### src/design/skt_pkg.sv
// Package for the sorted key table: request codes, status codes and the request record.
// Shared by skt_front, skt_queue, skt_back and sorted_key_table_unit.
package skt_pkg;

  localparam int KEY_W        = 32;
  localparam int ACT_W        = 2;
  localparam int STAT_W       = 2;
  localparam int POS_W        = 5;
  localparam int CAPACITY_DEF = 16;
  localparam int QUEUE_DEPTH  = 2;

  localparam logic [ACT_W-1:0] ACT_SEARCH = 2'd0;
  localparam logic [ACT_W-1:0] ACT_INSERT = 2'd1;
  localparam logic [ACT_W-1:0] ACT_DELETE = 2'd2;
  localparam logic [ACT_W-1:0] ACT_CLEAR  = 2'd3;

  localparam logic [STAT_W-1:0] ST_OK   = 2'd0;
  localparam logic [STAT_W-1:0] ST_MISS = 2'd1;
  localparam logic [STAT_W-1:0] ST_FULL = 2'd2;

  typedef enum logic [1:0] {
    OP_SEARCH,
    OP_INSERT,
    OP_DELETE,
    OP_CLEAR
  } op_t;

  typedef struct packed {
    op_t               op;
    logic signed [KEY_W-1:0] key;
  } req_t;

endpackage

### src/design/skt_front.sv
// Front end of the sorted key table: takes requests, decodes the action, holds one request.
// Depends on skt_pkg; feeds skt_queue.
module skt_front (
  input  logic                                  clk,
  input  logic                                  rst,
  input  logic                                  start,
  input  logic [skt_pkg::ACT_W-1:0]             action,
  input  logic signed [skt_pkg::KEY_W-1:0]      key,
  output logic                                  busy,
  input  logic                                  q_full,
  output logic                                  push,
  output skt_pkg::req_t                         push_req
);

  logic          held;
  skt_pkg::req_t req;
  skt_pkg::op_t  op_dec;
  logic          take;

  always_comb begin
    unique case (action)
      skt_pkg::ACT_SEARCH: op_dec = skt_pkg::OP_SEARCH;
      skt_pkg::ACT_INSERT: op_dec = skt_pkg::OP_INSERT;
      skt_pkg::ACT_DELETE: op_dec = skt_pkg::OP_DELETE;
      default:             op_dec = skt_pkg::OP_CLEAR;
    endcase
  end

  assign busy     = held && q_full;
  assign take     = start && !busy;
  assign push     = held && !q_full;
  assign push_req = req;

  always_ff @(posedge clk) begin
    if (rst) begin
      held <= 1'b0;
    end else if (take) begin
      held <= 1'b1;
    end else if (push) begin
      held <= 1'b0;
    end
  end

  always_ff @(posedge clk) begin
    if (take) begin
      req.op  <= op_dec;
      req.key <= key;
    end
  end

endmodule

### src/design/skt_queue.sv
// Short request queue between the front end and the table back end.
// Depends on skt_pkg for the request record.
module skt_queue #(
  parameter int DEPTH = skt_pkg::QUEUE_DEPTH
) (
  input  logic          clk,
  input  logic          rst,
  input  logic          push,
  input  skt_pkg::req_t push_req,
  output logic          full,
  input  logic          pop,
  output logic          valid,
  output skt_pkg::req_t head
);

  localparam int PTR_W = (DEPTH > 1) ? $clog2(DEPTH) : 1;
  localparam int CNT_W = $clog2(DEPTH + 1);

  skt_pkg::req_t  slots [DEPTH];
  logic [PTR_W-1:0] wr_ptr;
  logic [PTR_W-1:0] rd_ptr;
  logic [CNT_W-1:0] fill;
  logic             do_push;
  logic             do_pop;

  assign full    = (fill == CNT_W'(DEPTH));
  assign valid   = (fill != '0);
  assign head    = slots[rd_ptr];
  assign do_push = push && !full;
  assign do_pop  = pop && valid;

  always_ff @(posedge clk) begin
    if (rst) begin
      wr_ptr <= '0;
      rd_ptr <= '0;
      fill   <= '0;
    end else begin
      if (do_push) begin
        wr_ptr <= (wr_ptr == PTR_W'(DEPTH - 1)) ? '0 : wr_ptr + 1'b1;
      end
      if (do_pop) begin
        rd_ptr <= (rd_ptr == PTR_W'(DEPTH - 1)) ? '0 : rd_ptr + 1'b1;
      end
      if (do_push && !do_pop) begin
        fill <= fill + 1'b1;
      end else if (do_pop && !do_push) begin
        fill <= fill - 1'b1;
      end
    end
  end

  always_ff @(posedge clk) begin
    if (do_push) begin
      slots[wr_ptr] <= push_req;
    end
  end

endmodule

### src/design/skt_back.sv
// Back end of the sorted key table: a row of compare-and-shift cells, the count and results.
// Depends on skt_pkg; takes requests from skt_queue.
module skt_back #(
  parameter int CAPACITY = skt_pkg::CAPACITY_DEF
) (
  input  logic                              clk,
  input  logic                              rst,
  input  logic                              q_valid,
  input  skt_pkg::req_t                     q_head,
  output logic                              pop,
  output logic                              done,
  output logic [skt_pkg::STAT_W-1:0]        status,
  output logic [skt_pkg::POS_W-1:0]         position,
  output logic [skt_pkg::POS_W-1:0]         entry_count
);

  localparam int CNT_W = $clog2(CAPACITY + 1);
  localparam int KW    = skt_pkg::KEY_W;

  typedef enum logic {
    S_LOAD,
    S_EXEC
  } state_t;

  state_t                   state;
  skt_pkg::req_t            cur;
  logic signed [KW-1:0]     store      [CAPACITY];
  logic signed [KW-1:0]     store_next [CAPACITY];
  logic signed [KW-1:0]     up_src     [CAPACITY];
  logic signed [KW-1:0]     dn_src     [CAPACITY];
  logic [CNT_W-1:0]         cnt;
  logic [CNT_W-1:0]         cnt_next;
  logic [CAPACITY-1:0]      lt_now;
  logic [CAPACITY-1:0]      eq_now;
  logic [CAPACITY-1:0]      lt;
  logic                     hit;
  logic [CAPACITY:0]        edge_vec;
  logic [CNT_W-1:0]         rank;
  logic [CNT_W+4:0]         rank_ext;
  logic [CNT_W+4:0]         cnt_ext;
  logic [skt_pkg::STAT_W-1:0] stat_next;
  logic                     do_ins;
  logic                     do_del;
  logic                     is_full;

  always_comb begin
    for (int i = 0; i < CAPACITY; i++) begin
      lt_now[i] = (CNT_W'(i) < cnt) && (store[i] < q_head.key);
      eq_now[i] = (CNT_W'(i) < cnt) && (store[i] == q_head.key);
    end
  end

  always_comb begin
    edge_vec[0] = !lt[0];
    for (int i = 1; i < CAPACITY; i++) begin
      edge_vec[i] = lt[i-1] && !lt[i];
    end
    edge_vec[CAPACITY] = lt[CAPACITY-1];
    rank = '0;
    for (int i = 0; i <= CAPACITY; i++) begin
      rank = rank | (edge_vec[i] ? CNT_W'(i) : '0);
    end
  end

  assign is_full = (cnt == CNT_W'(CAPACITY));
  assign do_ins  = (cur.op == skt_pkg::OP_INSERT) && !hit && !is_full;
  assign do_del  = (cur.op == skt_pkg::OP_DELETE) && hit;

  always_comb begin
    for (int i = 0; i < CAPACITY - 1; i++) begin
      up_src[i] = store[i+1];
    end
    up_src[CAPACITY-1] = store[CAPACITY-1];
    dn_src[0] = cur.key;
    for (int i = 1; i < CAPACITY; i++) begin
      dn_src[i] = store[i-1];
    end
    for (int i = 0; i < CAPACITY; i++) begin
      if (lt[i]) begin
        store_next[i] = store[i];
      end else if (do_ins) begin
        store_next[i] = edge_vec[i] ? cur.key : dn_src[i];
      end else if (do_del) begin
        store_next[i] = up_src[i];
      end else begin
        store_next[i] = store[i];
      end
    end
  end

  always_comb begin
    cnt_next  = cnt;
    stat_next = skt_pkg::ST_OK;
    unique case (cur.op)
      skt_pkg::OP_SEARCH: begin
        stat_next = hit ? skt_pkg::ST_OK : skt_pkg::ST_MISS;
      end
      skt_pkg::OP_INSERT: begin
        priority if (hit) begin
          stat_next = skt_pkg::ST_MISS;
        end else if (is_full) begin
          stat_next = skt_pkg::ST_FULL;
        end else begin
          cnt_next = cnt + 1'b1;
        end
      end
      skt_pkg::OP_DELETE: begin
        if (hit) begin
          cnt_next = cnt - 1'b1;
        end else begin
          stat_next = skt_pkg::ST_MISS;
        end
      end
      default: begin
        cnt_next = '0;
      end
    endcase
  end

  assign rank_ext = {5'b0, (cur.op == skt_pkg::OP_CLEAR) ? {CNT_W{1'b0}} : rank};
  assign cnt_ext  = {5'b0, cnt_next};
  assign pop      = (state == S_LOAD) && q_valid;

  always_ff @(posedge clk) begin
    if (rst) begin
      state <= S_LOAD;
      cnt   <= '0;
      done  <= 1'b0;
    end else begin
      done <= (state == S_EXEC);
      unique case (state)
        S_LOAD: begin
          if (q_valid) begin
            state <= S_EXEC;
          end
        end
        S_EXEC: begin
          cnt         <= cnt_next;
          status      <= stat_next;
          position    <= rank_ext[skt_pkg::POS_W-1:0];
          entry_count <= cnt_ext[skt_pkg::POS_W-1:0];
          state       <= S_LOAD;
        end
        default: state <= S_LOAD;
      endcase
    end
  end

  always_ff @(posedge clk) begin
    if (pop) begin
      cur <= q_head;
      lt  <= lt_now;
      hit <= |eq_now;
    end
    if (state == S_EXEC) begin
      for (int i = 0; i < CAPACITY; i++) begin
        store[i] <= store_next[i];
      end
    end
  end

  a_done_after_exec: assert property (@(posedge clk) disable iff (rst)
    done |-> $past(state == S_EXEC))
    else $error("result strobe without an execute cycle");

  a_count_bound: assert property (@(posedge clk) disable iff (rst)
    cnt <= CNT_W'(CAPACITY))
    else $error("entry count above capacity");

  a_single_edge: assert property (@(posedge clk) disable iff (rst)
    (state == S_EXEC) |-> $onehot(edge_vec))
    else $error("compare vector is not ordered");

  a_full_only_at_cap: assert property (@(posedge clk) disable iff (rst)
    (state == S_EXEC && stat_next == skt_pkg::ST_FULL) |=> (cnt == CNT_W'(CAPACITY)))
    else $error("full reported below capacity");

  a_pop_in_load: assert property (@(posedge clk) disable iff (rst)
    pop |=> (state == S_EXEC))
    else $error("request popped but not executed");

endmodule

### src/design/sorted_key_table_unit.sv
// Sorted key table: up to CAPACITY distinct signed keys kept in ascending order.
// A request passes the front register, the queue, then the load and execute states.
// The cell row takes a new request only after the last: compare in load, shift in execute.
// A front register and a 2-entry queue take up to 3 requests ahead of the cell row.
// Reset (rst, synchronous) empties the table and the queue; the receiver cannot stall.
// Depends on skt_pkg, skt_front, skt_queue and skt_back.
module sorted_key_table_unit #(
  parameter int CAPACITY = skt_pkg::CAPACITY_DEF
) (
  input  logic                              clk,
  input  logic                              rst,
  input  logic                              start,
  input  logic [skt_pkg::ACT_W-1:0]         action,
  input  logic signed [skt_pkg::KEY_W-1:0]  key,
  output logic                              busy,
  output logic                              done,
  output logic [skt_pkg::STAT_W-1:0]        status,
  output logic [skt_pkg::POS_W-1:0]         position,
  output logic [skt_pkg::POS_W-1:0]         entry_count
);

  logic          q_full;
  logic          push;
  skt_pkg::req_t push_req;
  logic          pop;
  logic          q_valid;
  skt_pkg::req_t q_head;

  skt_front u_front (
    .clk      (clk),
    .rst      (rst),
    .start    (start),
    .action   (action),
    .key      (key),
    .busy     (busy),
    .q_full   (q_full),
    .push     (push),
    .push_req (push_req)
  );

  skt_queue #(
    .DEPTH (skt_pkg::QUEUE_DEPTH)
  ) u_queue (
    .clk      (clk),
    .rst      (rst),
    .push     (push),
    .push_req (push_req),
    .full     (q_full),
    .pop      (pop),
    .valid    (q_valid),
    .head     (q_head)
  );

  skt_back #(
    .CAPACITY (CAPACITY)
  ) u_back (
    .clk         (clk),
    .rst         (rst),
    .q_valid     (q_valid),
    .q_head      (q_head),
    .pop         (pop),
    .done        (done),
    .status      (status),
    .position    (position),
    .entry_count (entry_count)
  );

endmodule

### config.mk
export PLATFORM = sky130hd
export DESIGN_NAME = sorted_key_table_unit
export DESIGN_NICKNAME = d
export VERILOG_FILES = /design/src/design/skt_pkg.sv /design/src/design/skt_front.sv /design/src/design/skt_queue.sv /design/src/design/skt_back.sv /design/src/design/sorted_key_table_unit.sv
export SDC_FILE = /design/constraint.sdc
export NUM_CORES = 2
export LEC_CHECK = 0
export ABC_CLOCK_PERIOD_IN_PS = 4100
export BUFFER_PORTS_ARGS = -buffer_cell sky130_fd_sc_hd__buf_2
export CORE_ASPECT_RATIO = 0.7
export CORE_UTILIZATION = 53
export DETAILED_ROUTE_END_ITERATION = 12
export PLACE_DENSITY = 0.8
export SYNTH_ARGS = -nofsm -noshare
export SYNTH_HDL_FRONTEND = slang
export SYNTH_SLANG_ARGS = --single-unit
### constraint.sdc
create_clock -name clk -period 4.1 [get_ports clk]
set_clock_uncertainty 0.15 [all_clocks]
set_input_delay 0.41 -clock clk [delete_from_list [all_inputs] [get_ports clk]]
set_output_delay 0.41 -clock clk [all_outputs]
set_load 0.03 [all_outputs]
==> impl_metrics.yaml <==
drt:
  vias: 32300
  routed_wl_um: 113000
  routed_via_density: 6.32
  postRouteAntennaNets: 0
  drc: 0
  drt_iter0_drc: 3851
  wl_per_cell_um: 22.2
  first_pass_iters: 5
yosys:
  synth_top_family_by_area: "adder cells"
  ys_types: 69
  yosysWarnings: 0
  synth_xor_area_share_pct: 0.0809
  ys_seq_area_share_pct: 47.6
  syn-num-nets: 4501
  synthAdderAreaFrac_pct: 14.9
  synth_cells: 3948
  synth_compound_area_share_pct: 11.6
  synthArstFlopShare_pct: 0
  syn_area_per_cell_um2: 11.0
  ys_ff_latch: 690
  synth_edf_count: 677
  yosys.area_share.simple_pct: 10.7
  yosys-mux-area-fraction_pct: 12.3
  synth_area_um2: 43300
  synth_ff_type: "edfxtp_1"
placed_design:
  port_buffers: 50
  dp_cells: 4949
  hpwlAfterDp_um: 81800
  gp_congestion: 0.951
  place_ws_ps: 213
global_routing:
  grt_pass1_vias: 31100
  grt_max_degree: 218
  antenna_found_initial: 1
  grt-ovfl-total: 0
  grt_pass1_wl_um: 176000
  grt_use_total_pct: 27.2
power:
  p_leak_nw: 20.2
  power_w: 0.0272
  ir_drop_uv: 428
  cellPowerDensity_nw_per_um2: 572
clocking:
  post_cts_buffers: 0
  numClockSinks: 690
  cts-htree-levels: 3
  clk_pin_slew_worst_paths_ps: 70
  cts-root-buf: "clkbuf_16"
  insertion_delay_ps: 630
  cts_hold_buf: 35
  numCtsBuffers: 67
  clockBufferDepth: 3
  ctsResizeCount: 0
  tritoncts: "yes"
timing:
  slew_viol_final: 0
  whs_ps: 33.5
  tightest_slew_ps: 1310
  period_minus_slack_ps: 4130
  hold_viol_final: 0
  clock.fmax_mhz: 242
  period_share_pct: 101
  setup_slack_ps: -30.3
  rsz0062_at_grt: "false"
  setup_viol: 1
  slew_headroom_pct: 12.6
floorplanning:
  design.core.area_um2: 80700
  die_h_um: 241
  placementRows: 87
  ioPinCount: 51
  dieArea_um2: 82800
  chipWidth_um: 344
  start_util_pct: 53.7
finish:
  utilization_pct: 59.0
  final_common_cell: "edfxtp_1"
  antenna_cells: 0
  drive_gt1_share_pct: 8.92
  final_cell_mix: "677 x edfxtp_1, 646 x a21oi_1, 516 x ha_1"
  instances_no_fill: 5102
  nets: 4538
  syn2layout_area_growth_pct: 9.90
critical_path:
  rr_worst_depth: 9
  cp-start-kind: "flop"
  cp_max_fo: 20
  crit_required_ps: 4330
  crit_type: "reg2reg"
  crit_path_end_kind: "flop"
  critPathArrivalTime_ps: 4360
  r2r_slack_ps: -30
  reg2reg_to: "u_back.lt[6]"
min_path:
  hold_depth: 2
  min_delay_worst_endpoint: "u_back.cnt[0]"
  min-delay-start: "rst"
  hold_class: "in2reg"
status:
  status: "finished with violations"
  failed_checks: "setup timing"
run:
  drv_cap: 0
[worst max-delay path: stages, from the launching register on]
cell and delay (ps):
dfxtp_2 530, buf_12 260, mux2i_2 250, buf_4 310, ha_1 220, nand4_1 250, nor4b_1 950, nor2_1 150
a21oi_1 360, mux2_2 400
[cell families (layout without fill, tap and decap cells)]
family | after synthesis | after routing
simple gates | 1028 | 1028
compound gates | 896 | 896
flops | 690 | 690
mux | 527 | 527
fa+ha+maj | 516 | 516
buf+inv | 287 | 373
xor+xnor | 4 | 4
[metal layers]
metal  wire length [µm]  track usage (%)
met5                  0                0
met4               1890             6.13
met3              10200             4.51
met2              49200             40.8
met1              51900             40.8
[how the worst max path moves through the flow]
stage / depth (start not counted) / slack, ps / endpoint
2_1_floorplan: 10 / 20 / u_back.lt[2]
3_3_place_gp: 9 / 350 / u_back.lt[6]
3_5_place_dp: 9 / 210 / u_back.lt[6]
4_1_cts: 9 / 200 / u_back.lt[6]
5_1_grt: 9 / 30 / u_back.lt[6]
6_report: 9 / -30 / u_back.lt[6]
[final cells by class]
cell class,instances,area (µm²)
multi-input combinational,2971,21800
clock inverter,26,241
tap,1068,1340
inverter,71,268
timing repair buffer,184,1460
sequential,690,20600
fill,6322,33100
clock buffer,92,1900
[flip-flops by register name, summed over array words and instances, names as in the netlist, 5 cells and up, named ones only]
register	flops
u_back.cur	34
u_queue.slots	68
u_back.lt	16
u_back.store	512
u_front.push_req	34
u_back.position	5
u_back.cnt	5
u_back.entry_count	5
[cell usage after synthesis, drive strengths merged (14+ instances only)]
| library cell | n | area share, % |
|---|---|---|
| and4 | 30 | 0.61 |
| a21oi | 646 | 7.5 |
| mux2i | 488 | 11 |
| nor2b | 23 | 0.33 |
| clkbuf | 104 | 0.90 |
| mux2 | 39 | 1.0 |
| ha | 516 | 15 |
| a221oi | 23 | 0.47 |
| nor4 | 18 | 0.26 |
| inv | 71 | 0.62 |
| nand3 | 35 | 0.40 |
| o21a | 15 | 0.26 |
| o211ai | 14 | 0.24 |
| a21boi | 15 | 0.26 |
| edfxtp | 677 | 47 |
| nand2b | 25 | 0.36 |
| nand4 | 81 | 1.2 |
| a21o | 50 | 0.87 |
| nor2 | 529 | 4.6 |
| nor3 | 22 | 0.25 |
| o21ai | 74 | 0.86 |
| nand2 | 221 | 1.9 |
| buf | 112 | 1.3 |
[stage by stage]
stage                     instance area, µm²  setup TNS, ps
final                                  47600          -30.3
after global routing                   47600              0
after CTS                              47600              0
after detailed placement               45100              0
after global placement                 45100              0
after floorplan                        43300              0
[power by group]
group          internal, W  total [W]  switching [W]
Clock              0.00351    0.00633        0.00282
Combinational      0.00420     0.0107        0.00653
Sequential         0.00905     0.0101        0.00110
Total               0.0168     0.0272         0.0104
Power figures use the tool's default switching activity.
